===== config.mk =====
export PLATFORM = sky130hd
export DESIGN_NAME = box_intersection_over_union_top
export DESIGN_NICKNAME = d
export VERILOG_FILES = /design/src/hw/rtl/biou_pkg.sv /design/src/hw/rtl/biou_frac_div.sv /design/src/hw/rtl/box_intersection_over_union_top.sv
export VERILOG_INCLUDE_DIRS = /design/src /design/src/hw/rtl
export SDC_FILE = /design/constraint.sdc
export NUM_CORES = 2
export LEC_CHECK = 0
export BUFFER_PORTS_ARGS = -buffer_cell sky130_fd_sc_hd__buf_2
export CAP_MARGIN = 20
export CORE_AREA = 2 2 524 526
export DETAILED_ROUTE_END_ITERATION = 10
export DIE_AREA = 0 0 526 528
export GPL_TIMING_DRIVEN = 0
export PLACE_DENSITY_LB_ADDON = 0.3
export SYNTH_ARGS = -nofsm -noshare
export SYNTH_HDL_FRONTEND = slang
export SYNTH_SLANG_ARGS = --single-unit

===== constraint.sdc =====
create_clock -name clock -period 70.7 [get_ports clock]
set_clock_uncertainty 0.05 [all_clocks]
set_input_delay 10.605 -clock clock [delete_from_list [all_inputs] [get_ports clock]]
set_output_delay 10.605 -clock clock [all_outputs]
set_load 0.02 [all_outputs]

===== src/hw/rtl/box_intersection_over_union_top_macros.svh =====
// assertion macros for the box intersection over union block
`ifndef BOX_INTERSECTION_OVER_UNION_TOP_MACROS_SVH
`define BOX_INTERSECTION_OVER_UNION_TOP_MACROS_SVH

`ifndef SYNTHESIS

// consequent holds in the same cycle as the antecedent
`define BIOU_ASSERT_SAME(label, clk, rst, ante, cons) \
   label: assert property (@(posedge clk) disable iff (rst) (ante) |-> (cons)) \
      else $error("assertion failed: same cycle check");

// consequent holds in the cycle after the antecedent
`define BIOU_ASSERT_NEXT(label, clk, rst, ante, cons) \
   label: assert property (@(posedge clk) disable iff (rst) (ante) |=> (cons)) \
      else $error("assertion failed: next cycle check");

`else

`define BIOU_ASSERT_SAME(label, clk, rst, ante, cons)
`define BIOU_ASSERT_NEXT(label, clk, rst, ante, cons)

`endif

`endif


===== src/hw/rtl/biou_pkg.sv =====
`timescale 1ns / 1ps

package biou_pkg;

   // side flags that ride along with each item through the divider
   typedef struct packed {
      logic no_overlap;
      logic saturate;
   } biou_flags_type;

endpackage


===== src/hw/rtl/biou_frac_div.sv =====
`timescale 1ns / 1ps

// pipelined restoring divider, one quotient bit per stage
module biou_frac_div #(
   parameter int DEN_BITS  = 27,
   parameter int FRAC_BITS = 16
) (
   input  logic                    clock,
   input  logic                    reset,
   input  logic                    advance,
   input  logic                    in_valid,
   input  biou_pkg::biou_flags_type in_flags,
   input  logic [DEN_BITS-1:0]     in_num,
   input  logic [DEN_BITS-1:0]     in_den,
   output logic                    out_valid,
   output biou_pkg::biou_flags_type out_flags,
   output logic [FRAC_BITS-1:0]    out_quot
);

   logic                     valid_ff [FRAC_BITS];
   biou_pkg::biou_flags_type flags_ff [FRAC_BITS];
   logic [DEN_BITS-1:0]      rem_ff   [FRAC_BITS];
   logic [DEN_BITS-1:0]      den_ff   [FRAC_BITS];
   logic [FRAC_BITS-1:0]     quot_ff  [FRAC_BITS];

   for (genvar k = 0; k < FRAC_BITS; k++) begin : g_step
      logic                     valid_prev;
      biou_pkg::biou_flags_type flags_prev;
      logic [DEN_BITS-1:0]      rem_prev;
      logic [DEN_BITS-1:0]      den_prev;
      logic [FRAC_BITS-1:0]     quot_prev;
      logic [DEN_BITS:0]        shifted;
      logic                     take;
      logic [DEN_BITS-1:0]      rem_in;
      logic [FRAC_BITS-1:0]     quot_in;

      if (k == 0) begin : g_first
         assign valid_prev = in_valid;
         assign flags_prev = in_flags;
         assign rem_prev   = in_num;
         assign den_prev   = in_den;
         assign quot_prev  = '0;
      end else begin : g_next
         assign valid_prev = valid_ff[k-1];
         assign flags_prev = flags_ff[k-1];
         assign rem_prev   = rem_ff[k-1];
         assign den_prev   = den_ff[k-1];
         assign quot_prev  = quot_ff[k-1];
      end

      // trial subtract of the doubled remainder
      assign shifted = {rem_prev, 1'b0};
      assign take    = shifted >= {1'b0, den_prev};
      assign rem_in  = take ? DEN_BITS'(shifted - {1'b0, den_prev})
                            : shifted[DEN_BITS-1:0];
      assign quot_in = {quot_prev[FRAC_BITS-2:0], take};

      always_ff @(posedge clock) begin
         if (reset) begin
            valid_ff[k] <= 1'b0;
         end else if (advance) begin
            valid_ff[k] <= valid_prev;
         end
      end

      always_ff @(posedge clock) begin
         if (advance) begin
            flags_ff[k] <= flags_prev;
            rem_ff[k]   <= rem_in;
            den_ff[k]   <= den_prev;
            quot_ff[k]  <= quot_in;
         end
      end
   end

   assign out_valid = valid_ff[FRAC_BITS-1];
   assign out_flags = flags_ff[FRAC_BITS-1];
   assign out_quot  = quot_ff[FRAC_BITS-1];

endmodule


===== src/hw/rtl/box_intersection_over_union_top.sv =====
`timescale 1ns / 1ps
// box intersection over union
// req_ channel: one item is a pair of axis-aligned boxes, a and b, each given as
// signed left, top, right and bottom pixel edges of COORD_BITS bits
// rsp_ channel: one item per request, iou_ratio as an unsigned fraction with
// FRAC_BITS fractional bits (truncated, 1 << FRAC_BITS is one) and no_overlap,
// set when the boxes do not overlap and the ratio is zero
// inverted boxes whose union is not above the intersection give exactly one
// pipeline: FRAC_BITS + 4 register stages (20 at the defaults): edge min/max, the
// three products, the area sum, the union, then one stage per quotient bit of the
// restoring divider
// throughput: one item per cycle when not stalled; every stage moves on the same enable
// stall: while a result waits with rsp_ready low the whole pipeline holds and
// req_ready drops, so nothing is lost or repeated
// reset: synchronous, active high; clears every valid bit and holds req_ready low,
// the block can take an item as soon as reset is released
`include "box_intersection_over_union_top_macros.svh"

module box_intersection_over_union_top #(
   parameter int COORD_BITS = 13,
   parameter int FRAC_BITS  = 16
) (
   input  logic                         clock,
   input  logic                         reset,
   input  logic                         req_valid,
   output logic                         req_ready,
   input  logic signed [COORD_BITS-1:0] req_a_left,
   input  logic signed [COORD_BITS-1:0] req_a_top,
   input  logic signed [COORD_BITS-1:0] req_a_right,
   input  logic signed [COORD_BITS-1:0] req_a_bottom,
   input  logic signed [COORD_BITS-1:0] req_b_left,
   input  logic signed [COORD_BITS-1:0] req_b_top,
   input  logic signed [COORD_BITS-1:0] req_b_right,
   input  logic signed [COORD_BITS-1:0] req_b_bottom,
   output logic                         rsp_valid,
   input  logic                         rsp_ready,
   output logic [FRAC_BITS:0]           rsp_iou_ratio,
   output logic                         rsp_no_overlap
);

   // edge differences, products, area sum and divider widths
   localparam int DIFF_BITS  = COORD_BITS + 1;
   localparam int PROD_BITS  = 2 * DIFF_BITS;
   localparam int SUM_BITS   = PROD_BITS + 1;
   localparam int DEN_BITS   = 2 * COORD_BITS + 1;
   localparam int RATIO_BITS = FRAC_BITS + 1;
   localparam logic [RATIO_BITS-1:0] RATIO_ONE = {1'b1, {FRAC_BITS{1'b0}}};

   // whole pipeline moves unless a finished result is held back
   logic advance;

   // stage 1: overlap extents and box extents
   logic                        s1_valid_ff;
   logic signed [DIFF_BITS-1:0] ow_ff, oh_ff, aw_ff, ah_ff, bw_ff, bh_ff;
   logic signed [COORD_BITS-1:0] min_r, max_l, min_b, max_t;
   logic signed [DIFF_BITS-1:0]  ow_in, oh_in, aw_in, ah_in, bw_in, bh_in;

   // stage 2: intersection and box areas
   logic                        s2_valid_ff;
   logic                        s2_none_ff;
   logic signed [PROD_BITS-1:0] inter_ff, area_a_ff, area_b_ff;
   logic                        none_in;

   // stage 3: area sum
   logic                        s3_valid_ff;
   logic                        s3_none_ff;
   logic signed [PROD_BITS-1:0] s3_inter_ff;
   logic signed [SUM_BITS-1:0]  sum_ff;

   // stage 4: union and saturation check
   logic                        s4_valid_ff;
   biou_pkg::biou_flags_type    s4_flags_ff;
   logic [DEN_BITS-1:0]         num_ff, den_ff;
   logic signed [SUM_BITS-1:0]  uni_in;
   logic                        sat_in;

   // divider output
   logic                        div_valid;
   biou_pkg::biou_flags_type    div_flags;
   logic [FRAC_BITS-1:0]        div_quot;

   assign advance   = !div_valid || rsp_ready;
   // no item is taken while reset is high
   assign req_ready = advance && !reset;

   // stage 1 logic
   assign min_r = (req_a_right < req_b_right) ? req_a_right : req_b_right;
   assign max_l = (req_a_left > req_b_left) ? req_a_left : req_b_left;
   assign min_b = (req_a_bottom < req_b_bottom) ? req_a_bottom : req_b_bottom;
   assign max_t = (req_a_top > req_b_top) ? req_a_top : req_b_top;
   assign ow_in = DIFF_BITS'(min_r) - DIFF_BITS'(max_l);
   assign oh_in = DIFF_BITS'(min_b) - DIFF_BITS'(max_t);
   assign aw_in = DIFF_BITS'(req_a_right) - DIFF_BITS'(req_a_left);
   assign ah_in = DIFF_BITS'(req_a_bottom) - DIFF_BITS'(req_a_top);
   assign bw_in = DIFF_BITS'(req_b_right) - DIFF_BITS'(req_b_left);
   assign bh_in = DIFF_BITS'(req_b_bottom) - DIFF_BITS'(req_b_top);

   // stage 2 logic: zero or negative extent means no overlap
   assign none_in = ow_ff[DIFF_BITS-1] || (ow_ff == '0)
                 || oh_ff[DIFF_BITS-1] || (oh_ff == '0);

   // stage 4 logic: union not above intersection when sum <= 2 * inter
   assign uni_in = sum_ff - SUM_BITS'(s3_inter_ff);
   assign sat_in = sum_ff <= (SUM_BITS'(s3_inter_ff) <<< 1);

   // valid bits
   always_ff @(posedge clock) begin
      if (reset) begin
         s1_valid_ff <= 1'b0;
         s2_valid_ff <= 1'b0;
         s3_valid_ff <= 1'b0;
         s4_valid_ff <= 1'b0;
      end else if (advance) begin
         s1_valid_ff <= req_valid;
         s2_valid_ff <= s1_valid_ff;
         s3_valid_ff <= s2_valid_ff;
         s4_valid_ff <= s3_valid_ff;
      end
   end

   // datapath registers
   always_ff @(posedge clock) begin
      if (advance) begin
         ow_ff                  <= ow_in;
         oh_ff                  <= oh_in;
         aw_ff                  <= aw_in;
         ah_ff                  <= ah_in;
         bw_ff                  <= bw_in;
         bh_ff                  <= bh_in;
         s2_none_ff             <= none_in;
         inter_ff               <= ow_ff * oh_ff;
         area_a_ff              <= aw_ff * ah_ff;
         area_b_ff              <= bw_ff * bh_ff;
         s3_none_ff             <= s2_none_ff;
         s3_inter_ff            <= inter_ff;
         sum_ff                 <= SUM_BITS'(area_a_ff) + SUM_BITS'(area_b_ff);
         s4_flags_ff.no_overlap <= s3_none_ff;
         s4_flags_ff.saturate   <= sat_in;
         num_ff                 <= s3_inter_ff[DEN_BITS-1:0];
         den_ff                 <= uni_in[DEN_BITS-1:0];
      end
   end

   // one quotient bit per stage
   biou_frac_div #(
      .DEN_BITS  (DEN_BITS),
      .FRAC_BITS (FRAC_BITS)
   ) u_div (
      .clock     (clock),
      .reset     (reset),
      .advance   (advance),
      .in_valid  (s4_valid_ff),
      .in_flags  (s4_flags_ff),
      .in_num    (num_ff),
      .in_den    (den_ff),
      .out_valid (div_valid),
      .out_flags (div_flags),
      .out_quot  (div_quot)
   );

   // result select: no overlap wins over saturation
   assign rsp_valid      = div_valid;
   assign rsp_no_overlap = div_flags.no_overlap;
   assign rsp_iou_ratio  = div_flags.no_overlap ? '0
                         : div_flags.saturate   ? RATIO_ONE
                         : {1'b0, div_quot};

   `BIOU_ASSERT_SAME(a_none_zero, clock, reset, rsp_valid && rsp_no_overlap, rsp_iou_ratio == '0)
   `BIOU_ASSERT_SAME(a_ratio_max, clock, reset, rsp_valid, rsp_iou_ratio <= RATIO_ONE)
   `BIOU_ASSERT_SAME(a_stall_block, clock, reset, rsp_valid && !rsp_ready, !req_ready)
   `BIOU_ASSERT_NEXT(a_hold_s4, clock, reset, !advance && s4_valid_ff, s4_valid_ff)

endmodule

==> run_results.csv <==
group,metric,value,unit
job,drv_cap,0,
synthesis,syn_avg_cell_area,10.75,um2
sta,finalSetupViolCount,0,
clock_tree,cts_root_buf,"clkbuf_16",
clock_tree,ctsHoldBuffers,0,
worst_setup_path,crit_path_end_kind,"primary output",
worst_setup_path,worstSetupPathType,"in -> out",
floorplan,die_y,528,um
synthesis,synth_cell_types,90,
worst_setup_path,cp-start-kind,"primary input",
synthesis,synth-async-reset-ratio,0,
synthesis,synth_area_leaders,"edfxtp_1, fa_1, ha_1, inv_1, xnor2_1",
route,first_pass_iters,8,
sta,fmax,0.04427,GHz
route,ant_nets,0,
clock_tree,clk_latency,0.82,ns
sta,setup_ws,48.11,ns
sta,hold_violations,0,
sta,tightestPinTransition,1.256,ns
route,wl_met1,101.7,mm
floorplan,dieArea,277700,um2
floorplan,ios,128,
sta,fin_crit_sh,0.3195,
floorplan,coreArea,272400,um2
global_routing,grt.overflow.total,0,
sta,slew_viol_final,0,
worst_setup_path,critPathRequiredTime,60.04,ns
global_routing,grt_usage,0.1655,
clock_tree,cts_tree,"yes",
floorplan,rows,192,
clock_tree,post_cts_buffers,0,
synthesis,synth_edf_count,1277,
finish,fin_nets,10690,
global_routing,grt_pass1_vias,65470,
route,vias,64090,
placement,pre_cts_ws,48.06,ns
synthesis,yosysWarnings,0,
floorplan,initial_utilization,0.3477,
sta,min_period,22.59,ns
placement,post-dp-hpwl,186.2,mm
clock_tree,cts_inserted_buffers,165,
synthesis,synth_seq_area_share,0.4057,
finish,area_growth,11.54,%
floorplan,die_x,526,um
placement,io_buffer_count,127,
route,maxUsedRoutingLayer,"met5",
sta,tns,0,ns
synthesis,synthFlopType,"edfxtp_1",
sta,relSlewSlack,0.1413,
clock_tree,h-tree-depth,4,
global_routing,grt_pass1_wl,365.5,mm
clock_tree,clock_path_buffers,4,
route,drtIter0Drc,4446,
sta,rsz0062_at_grt,"no",
route,finalWirelength,231.6,mm
synthesis,synthesis.area,94720,um2
clock_tree,postCtsResizedCells,0,
finish,fillCellCount,26350,
placement,dp_cells,12550,
finish,drive_gt1_frac,0.06868,
route,met2_length,110.4,mm
placement,gp_congestion,0.9108,
synthesis,yosys.area.top_type_share,0.4048,
synthesis,yosysTopAreaCell,"edfxtp_1",
run_status,outcome,"finished clean",
route,drc,0,
clock_tree,cts.sinks,1281,
route,wl_met3,11.60,mm
worst_setup_path,worstPathArrival,11.94,ns
global_routing,grt_max_degree,74,
route,via_per_inst,4.991,
finish,final_cells,12840,
route,wl_per_cell,18.04,um
worst_hold_path,hp-class,"reg -> reg",
global_routing,antenna_found_initial,20,
synthesis,syn_nets,10370,
worst_setup_path,worst-path-max-fanout,10,
synthesis,synthCells,8813,
synthesis,ys_ff_latch,1281,
clock_tree,clkSlewWorstSetupHoldPaths,0.06,ns
routing by layer:
metal  global-route usage  vias up
met5                    0        -
met4              0.05519       10
li1                     -    30890
met2               0.2837     1487
met3              0.02192      364
met1               0.2148    31340
cell families (layout without fill, tap and decap cells):
logic type	Yosys count	after routing	share of synthesized area
AO/OA/AOI/OAI	1699	1699	0.1131
XOR/XNOR	505	505	0.04669
adder cells (fa/ha/maj)	1450	1450	0.2397
buffers and inverters	1593	2026	0.06359
flip-flops	1281	1281	0.4057
multiplexers	207	207	0.02400
other	0	5	0
AND/OR/NAND/NOR	2078	2078	0.1072
final cells by class:
| cell class | count | area (um2) | area share |
|---|---|---|---|
| sequential | 1281 | 38430 | 0.3637 |
| clock buffer | 194 | 4280 | 0.04051 |
| antenna | 5 | 12.51 | 0.0001184 |
| buffer | 163 | 659.4 | 0.006241 |
| multi-input combinational | 5939 | 50290 | 0.4760 |
| tap | 3589 | 4491 | 0.04250 |
| clock inverter | 88 | 879.6 | 0.008325 |
| inverter | 1430 | 5368 | 0.05080 |
| timing repair buffer | 151 | 1254 | 0.01187 |
cell usage after synthesis, drive strengths merged, types with 13 or more instances:
cell type,n
a211o,24
a211oi,48
a21boi,51
a21o,233
a21oi,536
a31o,14
a31oi,61
and2,366
and3,50
buf,35
clkbuf,128
edfxtp,1277
fa,608
ha,842
inv,1430
mux2,158
mux2i,49
nand2,595
nand2b,86
nand3,92
nand4,63
nor2,485
nor2b,107
nor3,103
nor4,19
o2111ai,19
o211ai,23
o21a,83
o21ai,401
o21bai,61
o31a,13
o31ai,29
or2,28
or3,33
xnor2,357
xor2,148
critical path, stage by stage:
cell and delay (ns):
buf_2 0.07, nand2b_1 0.09, clkbuf_4 0.21, nor2b_1 0.39
clkbuf_1 0.33, buf_2 0.23
cells in the final DEF (no fill, tap or decap), types with 51 or more instances in the layout:
cell type,instances
a21boi_0,51
a21o_1,232
a21oi_1,532
a31oi_1,59
and2_1,366
buf_2,150
clkbuf_1,154
clkbuf_16,167
edfxtp_1,1277
fa_1,608
ha_1,842
inv_1,1429
mux2_2,157
nand2_1,595
nand2b_1,86
nand3_1,92
nand4_1,63
nor2_1,484
nor2b_1,107
nor3_1,103
o21a_1,83
o21ai_0,389
o21bai_1,61
xnor2_1,357
xor2_1,148
final timing paths:
check	from	end	cells after the start	slack [ns]
worst min-delay path	u_div.flags_ff[1][1]	u_div.flags_ff[1][3]	0	0.34
worst min register to register	u_div.flags_ff[1][1]	u_div.flags_ff[1][3]	0	0.34
worst max-delay path	rsp_ready	req_ready	6	48.11
worst max register to register	oh_ff[3]	inter_ff[24]	24	63.04
sequential cells by signal, indices dropped and copies added (netlist names), 27 cells and up:
| signal | count |
|---|---|
| u_div.den_ff | 405 |
| u_div.rem_ff | 405 |
| u_div.quot_ff | 136 |
| u_div.flags_ff | 32 |
| sum_ff | 29 |
| area_a_ff | 28 |
| area_b_ff | 28 |
| inter_ff | 28 |
| s3_inter_ff | 28 |
| den_ff | 27 |
| num_ff | 27 |
per-stage QoR:
stage                 util  instance area [um2]  hold WS, ns
floorplan                -                94720       0.3503
global placement    0.3665                99850       0.3509
detailed placement  0.3689               100500       0.3545
CTS                 0.3878               105600       0.3318
global route        0.3878               105700       0.3547
finish              0.3879               105700       0.3418
Power is not shown: default switching activity piles up to over one toggle a cycle in this logic, so the estimate is an artifact.
